<file path="config.mk">
export PLATFORM = sky130hd
export DESIGN_NAME = stepper_valve_position_controller_unit
export DESIGN_NICKNAME = d
export VERILOG_FILES = /design/src/sv/svpc_pkg.sv /design/src/sv/svpc_cfg_regs.sv /design/src/sv/svpc_step_core.sv /design/src/sv/stepper_valve_position_controller_unit.sv
export SDC_FILE = /design/constraint.sdc
export NUM_CORES = 1
export LEC_CHECK = 0
export ABC_CLOCK_PERIOD_IN_PS = 6050
export BUFFER_PORTS_ARGS = -buffer_cell sky130_fd_sc_hd__buf_4
export CAP_MARGIN = 20
export CORE_ASPECT_RATIO = 1.2
export CORE_MARGIN = 2
export CORE_UTILIZATION = 61
export DETAILED_ROUTE_END_ITERATION = 16
export PLACE_DENSITY = 0.84
export SLEW_MARGIN = 30
export SYNTH_ARGS = -nofsm -noshare
export SYNTH_HDL_FRONTEND = slang
export SYNTH_HIERARCHICAL = 1
export SYNTH_SLANG_ARGS = --single-unit
</file>
<file path="constraint.sdc">
create_clock -name aclk -period 6.05 [get_ports aclk]
set_input_delay 0.605 -clock aclk [delete_from_list [all_inputs] [get_ports aclk]]
set_output_delay 0.605 -clock aclk [all_outputs]
set_load 0.01 [all_outputs]
</file>
<file path="src/sv/svpc_pkg.sv">
// shared types, codes and constants for the stepper valve position controller
package svpc_pkg;

    // number of motor phases and coil drive width
    localparam int unsigned PhaseCount = 4;
    localparam int unsigned CoilBits   = 4;

    // transaction opcodes
    typedef enum logic [2:0] {
        OP_MOTOR_TICK = 3'd0,
        OP_SEQ_TICK   = 3'd1,
        OP_START_HOME = 3'd2,
        OP_START_INC  = 3'd3,
        OP_START_DEC  = 3'd4
    } opcode_t;

    // sequencer modes
    typedef enum logic [1:0] {
        MODE_IDLE = 2'd0,
        MODE_HOME = 2'd1,
        MODE_INC  = 2'd2,
        MODE_DEC  = 2'd3
    } mode_t;

    // configuration register indexes
    typedef enum logic [1:0] {
        REG_HOLD_TICKS    = 2'd0,
        REG_HOMING_TRAVEL = 2'd1,
        REG_HOMING_ADJUST = 2'd2,
        REG_MAX_TARGET    = 2'd3
    } reg_idx_t;

    // configuration register reset values
    localparam logic [7:0]  HOLD_TICKS_RST    = 8'd10;
    localparam logic [15:0] HOMING_TRAVEL_RST = 16'd2000;
    localparam logic [15:0] HOMING_ADJUST_RST = 16'd100;
    localparam logic [15:0] MAX_TARGET_RST    = 16'd2000;

    // configuration as seen by the step logic
    typedef struct packed {
        logic [7:0]  hold_ticks;
        logic [15:0] homing_travel;
        logic [15:0] homing_adjust;
        logic [15:0] max_target;
    } cfg_t;

    // one result transaction
    typedef struct packed {
        logic [CoilBits-1:0] coils;
        logic [15:0]         position;
        logic [15:0]         target_position;
        logic                busy_res;
    } result_t;

    // coil pattern energized for each phase
    function automatic logic [CoilBits-1:0] coil_of_phase(input logic [1:0] phase);
        logic [CoilBits-1:0] pat;
        case (phase)
            2'd0:    pat = 4'hC;
            2'd1:    pat = 4'h6;
            2'd2:    pat = 4'h3;
            default: pat = 4'h9;
        endcase
        return pat;
    endfunction

endpackage

</file>
<file path="src/sv/svpc_cfg_regs.sv">
// apb configuration registers of the stepper valve position controller
module svpc_cfg_regs
    import svpc_pkg::*;
(
    input  logic        aclk,
    input  logic        aresetn,
    input  logic        psel,
    input  logic        penable,
    input  logic        pwrite,
    input  logic [3:0]  paddr,
    input  logic [31:0] pwdata,
    output logic [31:0] prdata,
    output cfg_t        cfg
);

    cfg_t     cfg_reg;
    logic     wr_en;
    reg_idx_t idx;

    assign idx   = reg_idx_t'(paddr[3:2]);
    assign wr_en = psel & penable & pwrite;
    assign cfg   = cfg_reg;

    // register writes on the access cycle
    always_ff @(posedge aclk) begin
        if (!aresetn) begin
            cfg_reg.hold_ticks    <= HOLD_TICKS_RST;
            cfg_reg.homing_travel <= HOMING_TRAVEL_RST;
            cfg_reg.homing_adjust <= HOMING_ADJUST_RST;
            cfg_reg.max_target    <= MAX_TARGET_RST;
        end else if (wr_en) begin
            case (idx)
                REG_HOLD_TICKS:    cfg_reg.hold_ticks    <= pwdata[7:0];
                REG_HOMING_TRAVEL: cfg_reg.homing_travel <= pwdata[15:0];
                REG_HOMING_ADJUST: cfg_reg.homing_adjust <= pwdata[15:0];
                REG_MAX_TARGET:    cfg_reg.max_target    <= pwdata[15:0];
                default: ;
            endcase
        end
    end

    // read back mux
    always_comb begin
        case (idx)
            REG_HOLD_TICKS:    prdata = {24'd0, cfg_reg.hold_ticks};
            REG_HOMING_TRAVEL: prdata = {16'd0, cfg_reg.homing_travel};
            REG_HOMING_ADJUST: prdata = {16'd0, cfg_reg.homing_adjust};
            REG_MAX_TARGET:    prdata = {16'd0, cfg_reg.max_target};
            default:           prdata = 32'd0;
        endcase
    end

endmodule

</file>
<file path="src/sv/svpc_step_core.sv">
// controller state registers and the per-transaction update logic
module svpc_step_core
    import svpc_pkg::*;
#(
    parameter int unsigned POS_BITS = 16
) (
    input  logic        aclk,
    input  logic        aresetn,
    input  logic        fire,
    input  logic [2:0]  opcode,
    input  logic [15:0] move_steps,
    input  cfg_t        cfg,
    output result_t     result
);

    localparam logic [2:0] STEP_0 = 3'd0;
    localparam logic [2:0] STEP_1 = 3'd1;
    localparam logic [2:0] STEP_2 = 3'd2;
    localparam logic [2:0] STEP_3 = 3'd3;

    logic [POS_BITS-1:0] cur_pos_reg, cur_pos_next;
    logic [POS_BITS-1:0] tgt_pos_reg, tgt_pos_next;
    logic [POS_BITS-1:0] pending_reg, pending_next;
    logic [1:0]          phase_reg, phase_next;
    logic [1:0]          last_phase_reg, last_phase_next;
    logic [7:0]          start_hold_reg, start_hold_next;
    logic [7:0]          stop_hold_reg, stop_hold_next;
    mode_t               mode_reg, mode_next;
    logic [2:0]          step_reg, step_next;
    logic [CoilBits-1:0] coil_reg, coil_next;

    // operands resized to the position width
    logic [POS_BITS-1:0] move;
    logic [POS_BITS-1:0] lim;
    logic [POS_BITS-1:0] travel;
    logic [POS_BITS-1:0] adjust;
    logic [POS_BITS:0]   dec_sum;

    assign move    = POS_BITS'(move_steps);
    assign lim     = POS_BITS'(cfg.max_target);
    assign travel  = POS_BITS'(cfg.homing_travel);
    assign adjust  = POS_BITS'(cfg.homing_adjust);
    assign dec_sum = {1'b0, tgt_pos_reg} + {1'b0, move};

    // next state for one transaction
    always_comb begin
        cur_pos_next    = cur_pos_reg;
        tgt_pos_next    = tgt_pos_reg;
        pending_next    = pending_reg;
        phase_next      = phase_reg;
        last_phase_next = last_phase_reg;
        start_hold_next = start_hold_reg;
        stop_hold_next  = stop_hold_reg;
        mode_next       = mode_reg;
        step_next       = step_reg;
        coil_next       = coil_reg;

        case (opcode_t'(opcode))
            OP_MOTOR_TICK: begin
                if (start_hold_reg != 8'd0) begin
                    start_hold_next = start_hold_reg - 8'd1;
                    coil_next       = coil_of_phase(last_phase_reg);
                end else if (cur_pos_reg == tgt_pos_reg) begin
                    if (stop_hold_reg != 8'd0) begin
                        stop_hold_next = stop_hold_reg - 8'd1;
                        coil_next      = coil_of_phase(phase_reg);
                    end else begin
                        coil_next = '0;
                    end
                end else if (cur_pos_reg < tgt_pos_reg) begin
                    cur_pos_next    = cur_pos_reg + POS_BITS'(1);
                    phase_next      = phase_reg - 2'd1;
                    last_phase_next = phase_reg - 2'd1;
                    coil_next       = coil_of_phase(phase_reg - 2'd1);
                end else begin
                    cur_pos_next    = cur_pos_reg - POS_BITS'(1);
                    phase_next      = phase_reg + 2'd1;
                    last_phase_next = phase_reg + 2'd1;
                    coil_next       = coil_of_phase(phase_reg + 2'd1);
                end
            end
            OP_SEQ_TICK: begin
                case (mode_reg)
                    MODE_HOME: begin
                        case (step_reg)
                            STEP_0: begin
                                cur_pos_next = travel;
                                tgt_pos_next = '0;
                                step_next    = STEP_1;
                            end
                            STEP_1, STEP_3: begin
                                if (tgt_pos_reg == cur_pos_reg) begin
                                    tgt_pos_next = '0;
                                    cur_pos_next = '0;
                                    step_next    = step_reg + 3'd1;
                                end
                            end
                            STEP_2: begin
                                tgt_pos_next = adjust;
                                step_next    = STEP_3;
                            end
                            default: begin
                                mode_next = MODE_IDLE;
                                step_next = STEP_0;
                            end
                        endcase
                    end
                    MODE_INC, MODE_DEC: begin
                        case (step_reg)
                            STEP_0: begin
                                start_hold_next = cfg.hold_ticks;
                                stop_hold_next  = cfg.hold_ticks;
                                if (mode_reg == MODE_INC) begin
                                    tgt_pos_next = (tgt_pos_reg > pending_reg) ?
                                                   tgt_pos_reg - pending_reg : '0;
                                end else begin
                                    tgt_pos_next = tgt_pos_reg + pending_reg;
                                end
                                step_next = STEP_1;
                            end
                            STEP_1: begin
                                if (tgt_pos_reg == cur_pos_reg) begin
                                    step_next    = STEP_2;
                                    pending_next = '0;
                                end
                            end
                            default: begin
                                mode_next = MODE_IDLE;
                                step_next = STEP_0;
                            end
                        endcase
                    end
                    default: ;
                endcase
            end
            OP_START_HOME: begin
                mode_next       = MODE_HOME;
                step_next       = STEP_0;
                pending_next    = '0;
                start_hold_next = cfg.hold_ticks;
                stop_hold_next  = cfg.hold_ticks;
            end
            OP_START_INC: begin
                mode_next       = MODE_INC;
                step_next       = STEP_0;
                start_hold_next = cfg.hold_ticks;
                stop_hold_next  = cfg.hold_ticks;
                pending_next    = (move > tgt_pos_reg) ? tgt_pos_reg : move;
            end
            OP_START_DEC: begin
                mode_next       = MODE_DEC;
                step_next       = STEP_0;
                start_hold_next = cfg.hold_ticks;
                stop_hold_next  = cfg.hold_ticks;
                if (dec_sum >= {1'b0, lim}) begin
                    pending_next = (lim > tgt_pos_reg) ? lim - tgt_pos_reg : '0;
                end else begin
                    pending_next = move;
                end
            end
            default: ;
        endcase
    end

    // state registers, updated once per processed transaction
    always_ff @(posedge aclk) begin
        if (!aresetn) begin
            cur_pos_reg    <= '0;
            tgt_pos_reg    <= '0;
            pending_reg    <= '0;
            phase_reg      <= '0;
            last_phase_reg <= '0;
            start_hold_reg <= '0;
            stop_hold_reg  <= '0;
            mode_reg       <= MODE_IDLE;
            step_reg       <= STEP_0;
            coil_reg       <= '0;
        end else if (fire) begin
            cur_pos_reg    <= cur_pos_next;
            tgt_pos_reg    <= tgt_pos_next;
            pending_reg    <= pending_next;
            phase_reg      <= phase_next;
            last_phase_reg <= last_phase_next;
            start_hold_reg <= start_hold_next;
            stop_hold_reg  <= stop_hold_next;
            mode_reg       <= mode_next;
            step_reg       <= step_next;
            coil_reg       <= coil_next;
        end
    end

    // result fields come from the updated state
    assign result.coils           = coil_next;
    assign result.position        = 16'(cur_pos_next);
    assign result.target_position = 16'(tgt_pos_next);
    assign result.busy_res        = (mode_next != MODE_IDLE);

endmodule

</file>
<file path="src/sv/stepper_valve_position_controller_unit.sv">
// top level of the stepper valve position controller
//
//  port group   direction  handshake          payload
//  s_*          in         s_valid / s_ready  s_opcode, s_move_steps
//  m_*          out        m_valid / m_ready  m_coils, m_position, m_target_position, m_busy_res
//  apb          in         psel/penable       paddr, pwdata, prdata
//
//  one transaction per cycle sustained while m_ready is high; after acceptance a transaction
//  passes the input register, then the update logic into the result register, and m_valid rises
//  reset is synchronous and active low; it returns state, valid flags and config registers to defaults
//  when m_ready is low the result holds, one more transaction waits in the input
//  register, and s_ready drops only when both are full
module stepper_valve_position_controller_unit
    import svpc_pkg::*;
#(
    parameter int unsigned POS_BITS = 16
) (
    input  logic                aclk,
    input  logic                aresetn,
    input  logic                s_valid,
    output logic                s_ready,
    input  logic [2:0]          s_opcode,
    input  logic [15:0]         s_move_steps,
    output logic                m_valid,
    input  logic                m_ready,
    output logic [CoilBits-1:0] m_coils,
    output logic [15:0]         m_position,
    output logic [15:0]         m_target_position,
    output logic                m_busy_res,
    input  logic                psel,
    input  logic                penable,
    input  logic                pwrite,
    input  logic [3:0]          paddr,
    input  logic [31:0]         pwdata,
    output logic [31:0]         prdata,
    output logic                pready
);

    logic        in_valid_reg;
    logic [2:0]  opcode_reg;
    logic [15:0] move_reg;
    logic        out_valid_reg;
    result_t     out_reg;
    result_t     result;
    cfg_t        cfg;
    logic        fire;

    assign pready  = 1'b1;
    assign fire    = in_valid_reg & (~out_valid_reg | m_ready);
    assign s_ready = ~in_valid_reg | fire;

    // configuration registers
    svpc_cfg_regs u_cfg (
        .aclk    (aclk),
        .aresetn (aresetn),
        .psel    (psel),
        .penable (penable),
        .pwrite  (pwrite),
        .paddr   (paddr),
        .pwdata  (pwdata),
        .prdata  (prdata),
        .cfg     (cfg)
    );

    // state and update logic
    svpc_step_core #(
        .POS_BITS (POS_BITS)
    ) u_core (
        .aclk       (aclk),
        .aresetn    (aresetn),
        .fire       (fire),
        .opcode     (opcode_reg),
        .move_steps (move_reg),
        .cfg        (cfg),
        .result     (result)
    );

    // input register
    always_ff @(posedge aclk) begin
        if (!aresetn) begin
            in_valid_reg <= 1'b0;
        end else if (s_ready) begin
            in_valid_reg <= s_valid;
        end
    end

    always_ff @(posedge aclk) begin
        if (s_valid && s_ready) begin
            opcode_reg <= s_opcode;
            move_reg   <= s_move_steps;
        end
    end

    // result register
    always_ff @(posedge aclk) begin
        if (!aresetn) begin
            out_valid_reg <= 1'b0;
        end else if (fire) begin
            out_valid_reg <= 1'b1;
        end else if (m_ready) begin
            out_valid_reg <= 1'b0;
        end
    end

    always_ff @(posedge aclk) begin
        if (fire) begin
            out_reg <= result;
        end
    end

    assign m_valid           = out_valid_reg;
    assign m_coils           = out_reg.coils;
    assign m_position        = out_reg.position;
    assign m_target_position = out_reg.target_position;
    assign m_busy_res        = out_reg.busy_res;

endmodule
</file>
Word level (Yosys, flattened, before mapping)
Index checks and enable logic that the tools add are counted.
Word-level totals
  input bits: 62
  register bits: 189
  output and inout bits: 72
  word-level logic and storage cells: 157
Operators by class
  eq/ne operators: 32
  multiplexer cells: 51
  bitwise operators: 9
  magnitude comparators: 5
  reduce and logical (&&, ||, !) cells: 28
  add/sub/neg operators: 11
Operators by type and width (count)
  $mux 16: 16
  $pmux 32 s4: 1
  $pmux 16 s2: 3
  $pmux 16 s4: 1
  $gt 16x16->1: 3
  $mux 8: 6
  $pmux 16 s3: 1
  $pmux 8 s3: 2
  $pmux 4 s3: 3
  $eq 16x16->1: 2
  $sub 16x16->16: 2
  $mux 4: 5
  $pmux 3 s2: 3
  $add 16x16->17: 1
  $ge 17x16->1: 1
  $add 16x1->16 const B: 1
  $add 16x16->16: 1
  $lt 16x16->1: 1
  $reduce_bool 8->1: 2
  $sub 16x1->16 const B: 1
  $sub 8x1->8 const B: 2
  $reduce_and 5->1: 3
  $eq 2x2->1 const B: 7
  $eq 3x2->1 const B: 4
  other kinds (31): 64

Logic depth before layout (Yosys ltp)
Gate-level depths: netlist (run 1).
  word-level depth: 7
  depth in mapped cells: 23
  gate-level depth less buffers: 21

Cells and area by module
The synthesis (run 1) kept the hierarchy.
By module, submodules not included
  svpc_step_core: times used 1, seq. area each 1501.4 um^2, cells an instance 1333, area each 9778.1 um^2
  svpc_cfg_regs: times used 1, seq. area each 1121.1 um^2, cells an instance 269, area each 2722.6 um^2
  stepper_valve_position_controller_unit: times used 1, seq. area each 1721.7 um^2, cells an instance 67, area each 1796.7 um^2

Worst setup path after synthesis (run 1)
OpenSTA, ideal clock, no wires.
  path kind: flip-flop to flip-flop
  start point: reg u_core.tgt_pos_reg[1]
  end point: reg out_reg (netlist bit m_position[15]) (data pin)
  clock period less this slack: 5.196 ns
  slack: 0.854 ns
  stages on the path, launching flop included: 19
  required time: 5.771 ns
  buffers on the path: 0
  setup time: 0.279 ns
  arrival time: 4.917 ns
  cells stage by stage: dfxtp_1 inv_1 ha_1 nor2b_1 o21a_1 o21ai_0 nand2_1 a221oi_1 o21ai_0 ha_1 a2111o_1 a211o_1 nand2_1 nor3_1 a211o_1 a31oi_1 xor2_1 o221ai_1 o311ai_0
RTL lines
  start: declaration: line svpc_step_core.sv:22  | logic [POS_BITS-1:0] tgt_pos_reg, tgt_pos_next;
  start signal: assignment: line svpc_step_core.sv:180  | tgt_pos_reg <= tgt_pos_next;
  end signal: assignment: line stepper_valve_position_controller_unit.sv:107  | out_reg <= result;
  end: declaration: line stepper_valve_position_controller_unit.sv:43  | result_t out_reg;

Worst setup path after layout (run 1)
  start point: reg u_core.tgt_pos_reg[1]
  end point: reg u_core.pending_reg[11]
On the way
  longest elaborated chain between the ends: 4
  elaborated cells on any way between the ends: 12
  classes of those cells: add/sub (2); order compare (3); eq/ne (2); mux (4); reduce/logical (1)
Ends and longest elaborated chain
  $add 16x16->17 (tied with other cells): line svpc_step_core.sv:43  | assign dec_sum = {1'b0, tgt_pos_reg} + {1'b0, move};
  $ge 17x16->1 / $mux 16 (equally long branches): line svpc_step_core.sv:155, svpc_step_core.sv:156
  $mux 16: line svpc_step_core.sv:155  | if (dec_sum >= {1'b0, lim}) begin
  $pmux 16 s4: line svpc_step_core.sv:58  | case (opcode_t'(opcode))
  end signal: assignment: line svpc_step_core.sv:181  | pending_reg <= pending_next;
  end: declaration: line svpc_step_core.sv:23  | logic [POS_BITS-1:0] pending_reg, pending_next;
Several ways; a longest one is shown, not always the timed one.
A chain may end at the register's enable or synchronous reset.

==> metrics.json, run 1 <==
{
  "status": "finished clean",
  "maxClockFrequency_mhz": 182,
  "dieHeight_microns": 172,
  "internal_power_mw": 2.34,
  "grt_pass1_wl_microns": 69900,
  "total_routed_wire_length_on_the_met1_layer_microns": 17400,
  "power.sequential.fraction_pct": 39.9,
  "rr_worst_depth": 20,
  "dp_hpwl_microns": 34200,
  "route.detailed.vias_per_inst": 6.55,
  "number_of_stages_on_the_worst_hold_path": 1,
  "floorplan.die_area_sq_um": 24700,
  "initial_core_util_pct": 61.8,
  "antenna_found_initial": 0,
  "die_width_microns": 144,
  "clk_pin_slew_ns": 0.07,
  "leakage_power_summed_over_all_cells_nw": 6.59,
  "worst_clock_skew_ns": 0.00976,
  "maximum_number_of_pins_on_one_net_before_global_route_repair": 75,
  "synth-seq-area-share_pct": 30.4,
  "clock_tree.buffer_depth": 2,
  "met2RoutedLength_microns": 21400,
  "post_synth_num_cell_types": 93,
  "clkPwrFrac_pct": 33.2,
  "postSynthCellCount": 1669,
  "wl_per_cell_microns": 22.3,
  "final-max-slew-violation-count": 0,
  "max-cap-violations": 0,
  "timing.final.hold_violations": 0,
  "finalCritPeriodShare_pct": 90.6,
  "totalNegativeSetupSlack_ns": 0,
  "required_ns": 6.40,
  "filler_cell_count": 1880,
  "worst_slew_pin_slew_ns": 1.08,
  "largest_register_ffs": 56,
  "insertion_delay_ns": 0.45,
  "drt_pass1_iterations": 6,
  "areaGrowthSynthToFinish_pct": 9.87,
  "yosys_warnings": 6,
  "detail-route-antenna-nets": 0,
  "hold_buffers": 0,
  "cts.sink_count": 189,
  "yosysTopAreaCellShare_pct": 18.6,
  "comb_power_share_pct": 26.8,
  "synthTopCellsByArea": "dfxtp_1 (19%), ha_1 (12%), edfxtp_1 (12%)",
  "fin_nets": 1927,
  "initialDrtViolationCount": 1549,
  "postSynth.asyncResetShare_pct": 0,
  "grt_pass1_vias": 12700,
  "kind_of_end_point_of_the_critical_path": "flip-flop",
  "clock_tree_from_tritoncts": "built",
  "final_standard_cell_utilization_of_the_core_pct": 67.9,
  "min_period_ns": 5.48,
  "switching_share_pct": 33.7,
  "synth_seq_cells": 189,
  "routabilityCongestion": 0.976,
  "place.port_buffers": 98,
  "route.final.wire_length_microns": 45600,
  "worst_setup_path_start_kind": "flip-flop",
  "synth_top_cell_by_area": "dfxtp_1",
  "htreeDepth": 4,
  "drive_above_1_share_pct": 12.5,
  "cts_buffers": 17,
  "ys.flop_type": "dfxtp_1",
  "rsz0062_at_grt": "false",
  "slew_headroom_pct": 27.2,
  "cts_root_cell": "clkbuf_16",
  "cp_data_arrival_time_ns": 5.83,
  "syn-mean-instance-area_sq_um": 8.57,
  "hold_path.class": "primary input to flip-flop",
  "setup.worst_path.class": "flip-flop to flip-flop",
  "num_antenna_cells": 0,
  "met3_wirelength_microns": 3670,
  "postCtsResizedCells": 0,
  "totalPowerFinal_mw": 3.53,
  "post_synthesis_cell_area_sq_um": 14300,
  "pin_count": 134,
  "synth_enable_flop_cells": 56,
  "synth.top_cells.by_count": "nand2_1 (165), ha_1 (140), a21oi_1 (135)",
  "power_density_nw_per_um2": 225,
  "top_signal_layer_used": "met4",
  "drc": 0,
  "cp_max_fo": 16,
  "num_rows": 61,
  "finalSetupViolations": 0,
  "gr-total-overflow": 0,
  "max-vdd-ir-drop_v": 0.000208,
  "yosysMostFrequentCell": "nand2_1",
  "p_sw_mw": 1.19,
  "track_usage_pct": 36.9,
  "vias": 13400,
  "post-cts-setup-buffers": 0,
  "fp.coreArea_sq_um": 23100
}
## layout by cell type (no fill, tap or decap), types with 30 or more instances in the layout
cell	n
nand2_1	165
ha_1	140
dfxtp_1	133
a221oi_1	36
edfxtp_1	56
mux2i_1	58
a21oi_1	134
nor2_1	129
buf_4	114
inv_1	110
a21o_1	35
xnor2_1	30
o21ai_0	93
nor3_1	36
## final timing paths
path                                 start                       end  slack, ns
setup / recovery     u_core/tgt_pos_reg[1]    u_core/pending_reg[11]       0.57
hold / removal            s_move_steps[13]              move_reg[13]       0.32
setup reg to reg     u_core/tgt_pos_reg[1]    u_core/pending_reg[11]       0.57
hold reg to reg   u_core/start_hold_reg[1]  u_core/start_hold_reg[1]       0.49
## cell type report
cell class	instances	area, sq um	area share, %
clock inverter	12	143	0.908
timing repair buffer	114	856	5.45
sequential	189	4340	27.7
inverter	111	417	2.65
clock buffer	20	468	2.98
multi-input combinational	1287	9090	57.8
tap	315	394	2.51
## power groups by stage
stage	Clock (mW)	Sequential, mW	Combinational [mW]
3_5_place_dp	0	1.44	0.917
3_3_place_gp	0	1.44	0.897
5_1_grt	1.22	1.42	1.03
4_1_cts	1.18	1.41	0.923
6_report	1.18	1.41	0.948
2_1_floorplan	0	1.43	0.670
## worst max-delay path, stage by stage (launching register included)
cell,delay (ns)
dfxtp_1,0.55
inv_1,0.23
ha_1,0.36
nor2b_1,0.14
o21bai_1,0.09
a21oi_1,0.21
o211ai_1,0.11
a21oi_1,0.29
a2111oi_0,0.17
or2_2,0.37
xor2_1,0.16
ha_1,0.30
nand4_1,0.13
nor2_1,0.15
a41oi_1,0.15
a21bo_2,0.24
a31oi_1,0.27
or3_1,0.16
and3_1,0.70
nand3_1,0.27
a221oi_1,0.34
## per-layer routing
metal	global-route usage, %	vias to the layer above
li1	-	6156
met1	45.2	6388
met2	60.2	710
met3	5.46	168
met4	24.5	0
met5	0	-
## cells by family (layout without fill, tap and decap cells)
kind of cell	after synthesis	count (layout)	synth area share [%]
XOR/XNOR	48	48	2.94
adder cells (fa/ha/maj)	145	145	13.0
multiplexers	82	82	6.58
buffers and inverters	208	257	6.60
other	2	17	0.0525
AO/OA/AOI/OAI	505	505	23.9
AND/OR/NAND/NOR	490	490	16.6
flip-flops	189	189	30.4
## metrics by stage
step                worst slack [ns]  hold WS [ns]  instance area (sq um)  std cells
finish                         0.569         0.324                  15700       2048
global placement               0.962         0.460                  15100       2016
global route                   0.299         0.320                  15700       2048
detailed placement             0.786         0.475                  15100       2016
floorplan                      0.854         0.444                  14400       1684
CTS                            0.735         0.317                  15700       2048
(Power assumes the default switching activity.)
==> inputs of run 2 (changes only) <==
ABC_CLOCK_PERIOD_IN_PS = 7010   (was 6050)
CORE_UTILIZATION = 65   (was 61)
PLACE_DENSITY = 0.88   (was 0.84)
REMOVE_ABC_BUFFERS = 1   (was default)
clock period = 7.01 ns   (was 6.05 ns; I/O delays follow)
==> metrics.json, run 2 (same netlist as run 1, synthesis figures left out) <==
{
  "status": "finished clean",
  "highest_count_cells_in_the_layout_ignoring_fill_and_taps": "nand2_1 (165), ha_1 (140), a21oi_1 (134)",
  "required": {"value": 7.36, "unit": "ns", "change": "+0.96 ns"},
  "initial_core_util": {"value": 66.1, "unit": "%", "change": "+4.3 points"},
  "totalNegativeSetupSlack": {"value": 0, "unit": "ns", "change": "unchanged"},
  "worst_setup_path_start_kind": "flip-flop",
  "drc": {"value": 0, "change": "unchanged"},
  "drive_above_1_share": {"value": 12.4, "unit": "%", "change": "-0.014 points"},
  "initialDrtViolationCount": {"value": 1703, "change": "+9.9%"},
  "ff2ff_setup_slack": {"value": 1.55, "unit": "ns", "change": "+0.98 ns"},
  "cp_data_arrival_time": {"value": 5.80, "unit": "ns", "change": "-0.03 ns"},
  "timing.final.hold_violations": {"value": 0, "change": "unchanged"},
  "rsz0062_at_grt": "false",
  "grt_pass1_wl": {"value": 68000, "unit": "microns", "change": "-2.7%"},
  "maximum_number_of_pins_on_one_net_before_global_route_repair": {"value": 96, "change": "+28%"},
  "rr_worst_depth": {"value": 20, "change": "unchanged"},
  "p_sw": {"value": 1.04, "unit": "mW", "change": "-13%"},
  "max-vdd-ir-drop": {"value": 0.000171, "unit": "V", "change": "-18%"},
  "wl_per_cell": {"value": 21.7, "unit": "microns", "change": "-2.4%"},
  "leakage_power_summed_over_all_cells": {"value": 6.58, "unit": "nW", "change": "-0.17%"},
  "clock_tree.buffer_depth": {"value": 2, "change": "unchanged"},
  "min_period": {"value": 5.46, "unit": "ns", "change": "-0.0235 ns"},
  "top_family_by_delay_on_critical_path": "compound AO/OA/AOI/OAI gates",
  "track_usage": {"value": 36.7, "unit": "%", "change": "-0.24 points"},
  "clkPwrFrac": {"value": 32.2, "unit": "%", "change": "-1.0 points"},
  "num_antenna_cells": {"value": 0, "change": "unchanged"},
  "die_width": {"value": 139, "unit": "microns", "change": "-3.0%"},
  "route.final.wire_length": {"value": 43700, "unit": "microns", "change": "-4.2%"},
  "comb_power_share": {"value": 27.3, "unit": "%", "change": "+0.5 points"},
  "critical_path.n_buffers_inverters": {"value": 1, "change": "unchanged"},
  "power.sequential.fraction": {"value": 40.6, "unit": "%", "change": "+0.7 points"},
  "finalCritPeriodShare": {"value": 77.9, "unit": "%", "change": "-13 points"},
  "num_rows": {"value": 59, "change": "-3.3%"},
  "fp.coreArea": {"value": 21600, "unit": "sq um", "change": "-6.5%"},
  "worst_path_cell_with_the_longest_stage_delay": "and3_1",
  "filler_cell_count": {"value": 1653, "change": "-12%"},
  "max-cap-violations": {"value": 0, "change": "unchanged"},
  "layout_commonest_cell": "nand2_1",
  "cts_buffers": {"value": 17, "change": "unchanged"},
  "worstSetupPathDepth": {"value": 20, "change": "unchanged"},
  "setup.worst_path.class": "flip-flop to flip-flop",
  "clk_pin_slew": {"value": 0.08, "unit": "ns", "change": "about the same"},
  "hold_path.class": "primary input to flip-flop",
  "grt_pass1_vias": {"value": 12800, "change": "+0.72%"},
  "final_standard_cell_utilization_of_the_core": {"value": 72.3, "unit": "%", "change": "+4.3 points"},
  "antenna_found_initial": {"value": 1, "change": "+1"},
  "vias": {"value": 13500, "change": "+0.56%"},
  "gr-total-overflow": {"value": 0, "change": "unchanged"},
  "final-max-slew-violation-count": {"value": 0, "change": "unchanged"},
  "routabilityCongestion": {"value": 0.952, "change": "-2.5%"},
  "fin_nets": {"value": 1929, "change": "+0.10%"},
  "worstPathCellList": "inv_1 -> ha_1 -> nor2b_1 -> o21bai_1 -> a21oi_1 -> o211ai_1 -> a21oi_1 -> a2111oi_0 -> or2_2 -> xor2_1 -> ha_1 -> nand4_1 -> nor2_1 -> a41oi_1 -> a21bo_2 -> a31oi_1 -> or3_1 -> and3_1 -> nand3_1 -> a221oi_1",
  "worstSetupEndpoint": "u_core/pending_reg[11]",
  "detail-route-antenna-nets": {"value": 0, "change": "unchanged"},
  "switching_share": {"value": 34.6, "unit": "%", "change": "+0.92 points"},
  "insertion_delay": {"value": 0.45, "unit": "ns", "change": "about the same"},
  "cp-startpoint": "u_core/tgt_pos_reg[1]",
  "post-cts-setup-buffers": {"value": 0, "change": "unchanged"},
  "finalSetupViolations": {"value": 0, "change": "unchanged"},
  "postCtsResizedCells": {"value": 0, "change": "unchanged"},
  "largest_register_ffs": {"value": 56, "change": "unchanged"},
  "regToRegEndpoint": "u_core/pending_reg[11]",
  "clock_tree_from_tritoncts": "built",
  "dp_hpwl": {"value": 32400, "unit": "microns", "change": "-5.5%"},
  "place.port_buffers": {"value": 98, "change": "unchanged"},
  "cpPeakStageDelay": {"value": 0.70, "unit": "ns", "change": "about the same"},
  "htreeDepth": {"value": 4, "change": "unchanged"},
  "hp-start": "s_move_steps[12]",
  "drt_pass1_iterations": {"value": 6, "change": "unchanged"},
  "pin_count": {"value": 134, "change": "unchanged"},
  "worst_slew_pin_slew": {"value": 1.05, "unit": "ns", "change": "-0.0330 ns"},
  "cts.sink_count": {"value": 189, "change": "unchanged"},
  "kind_of_end_point_of_the_critical_path": "flip-flop",
  "worst_clock_skew": {"value": 0.0158, "unit": "ns", "change": "+0.00608 ns"},
  "areaGrowthSynthToFinish_pct": 9.30,
  "slew_headroom": {"value": 30.0, "unit": "%", "change": "+2.8 points"},
  "power_density": {"value": 192, "unit": "nW/um^2", "change": "-15%"},
  "footprint_of_the_multi_input_gates": {"value": 9080, "unit": "sq um", "change": "-0.11%"},
  "reg2reg_from": "u_core/tgt_pos_reg[1]",
  "cts_root_cell": "clkbuf_16",
  "cp_max_fo": {"value": 16, "change": "unchanged"},
  "maxClockFrequency": {"value": 183, "unit": "MHz", "change": "+0.43%"},
  "floorplan.die_area": {"value": 23200, "unit": "sq um", "change": "-6.0%"},
  "hold_buffers": {"value": 0, "change": "unchanged"},
  "route.detailed.vias_per_inst": {"value": 6.72, "change": "+2.5%"},
  "internal_power": {"value": 1.96, "unit": "mW", "change": "-16%"},
  "register_area": {"value": 4340, "unit": "sq um", "change": "unchanged"},
  "dieHeight": {"value": 166, "unit": "microns", "change": "-3.1%"}
}
## run 2: cell type report
cell class              count  area share, %
multi-input cells        1287           58.1
flip-flops and latches    189           27.8
repair buffers            116           5.56
clock buffers              17           2.72
inverters                 111           2.67
well taps                 274           2.19
clock inverters            15          0.977
## run 2: through the flow
step	hold WS, ns	setup WS [ns]	power (mW)	instances	instance area [sq um]
floorplan	0.444	0.500	1.78	1587	13800
global placement	0.460	1.75	2.01	1976	15000
detailed placement	0.472	1.61	2.03	1977	15000
CTS	0.420	1.58	2.98	2009	15600
global route	0.418	1.08	3.12	2009	15600
finish	0.421	1.55	3.00	2009	15600
## run 2: how the worst min path moves through the flow
stage                         endpoint  depth (start not counted)
2_1_floorplan            u_cfg/cfg[34]                          2
3_3_place_gp             u_cfg/cfg[53]                          2
3_5_place_dp   u_core/stop_hold_reg[1]                          2
4_1_cts                   move_reg[15]                          1
5_1_grt                   move_reg[15]                          1
6_report                  move_reg[12]                          1
## run 2: power by group through the flow
stage	sequential (mW)	combinational, mW	clock, mW
finish	1.22	0.819	0.966
global route	1.22	0.886	1.01
CTS	1.22	0.799	0.968
global placement	1.24	0.776	0
detailed placement	1.24	0.793	0
floorplan	1.23	0.543	0
## run 2: routing by layer
layer  vias to the layer above  global-route usage, %  share of wire, %
met5                         -                      0                 0
met4                         0                   21.8               6.7
met3                       178                   5.49               8.1
met2                       769                   61.1                47
met1                      6381                   44.9                38
li1                       6169                      -                 -
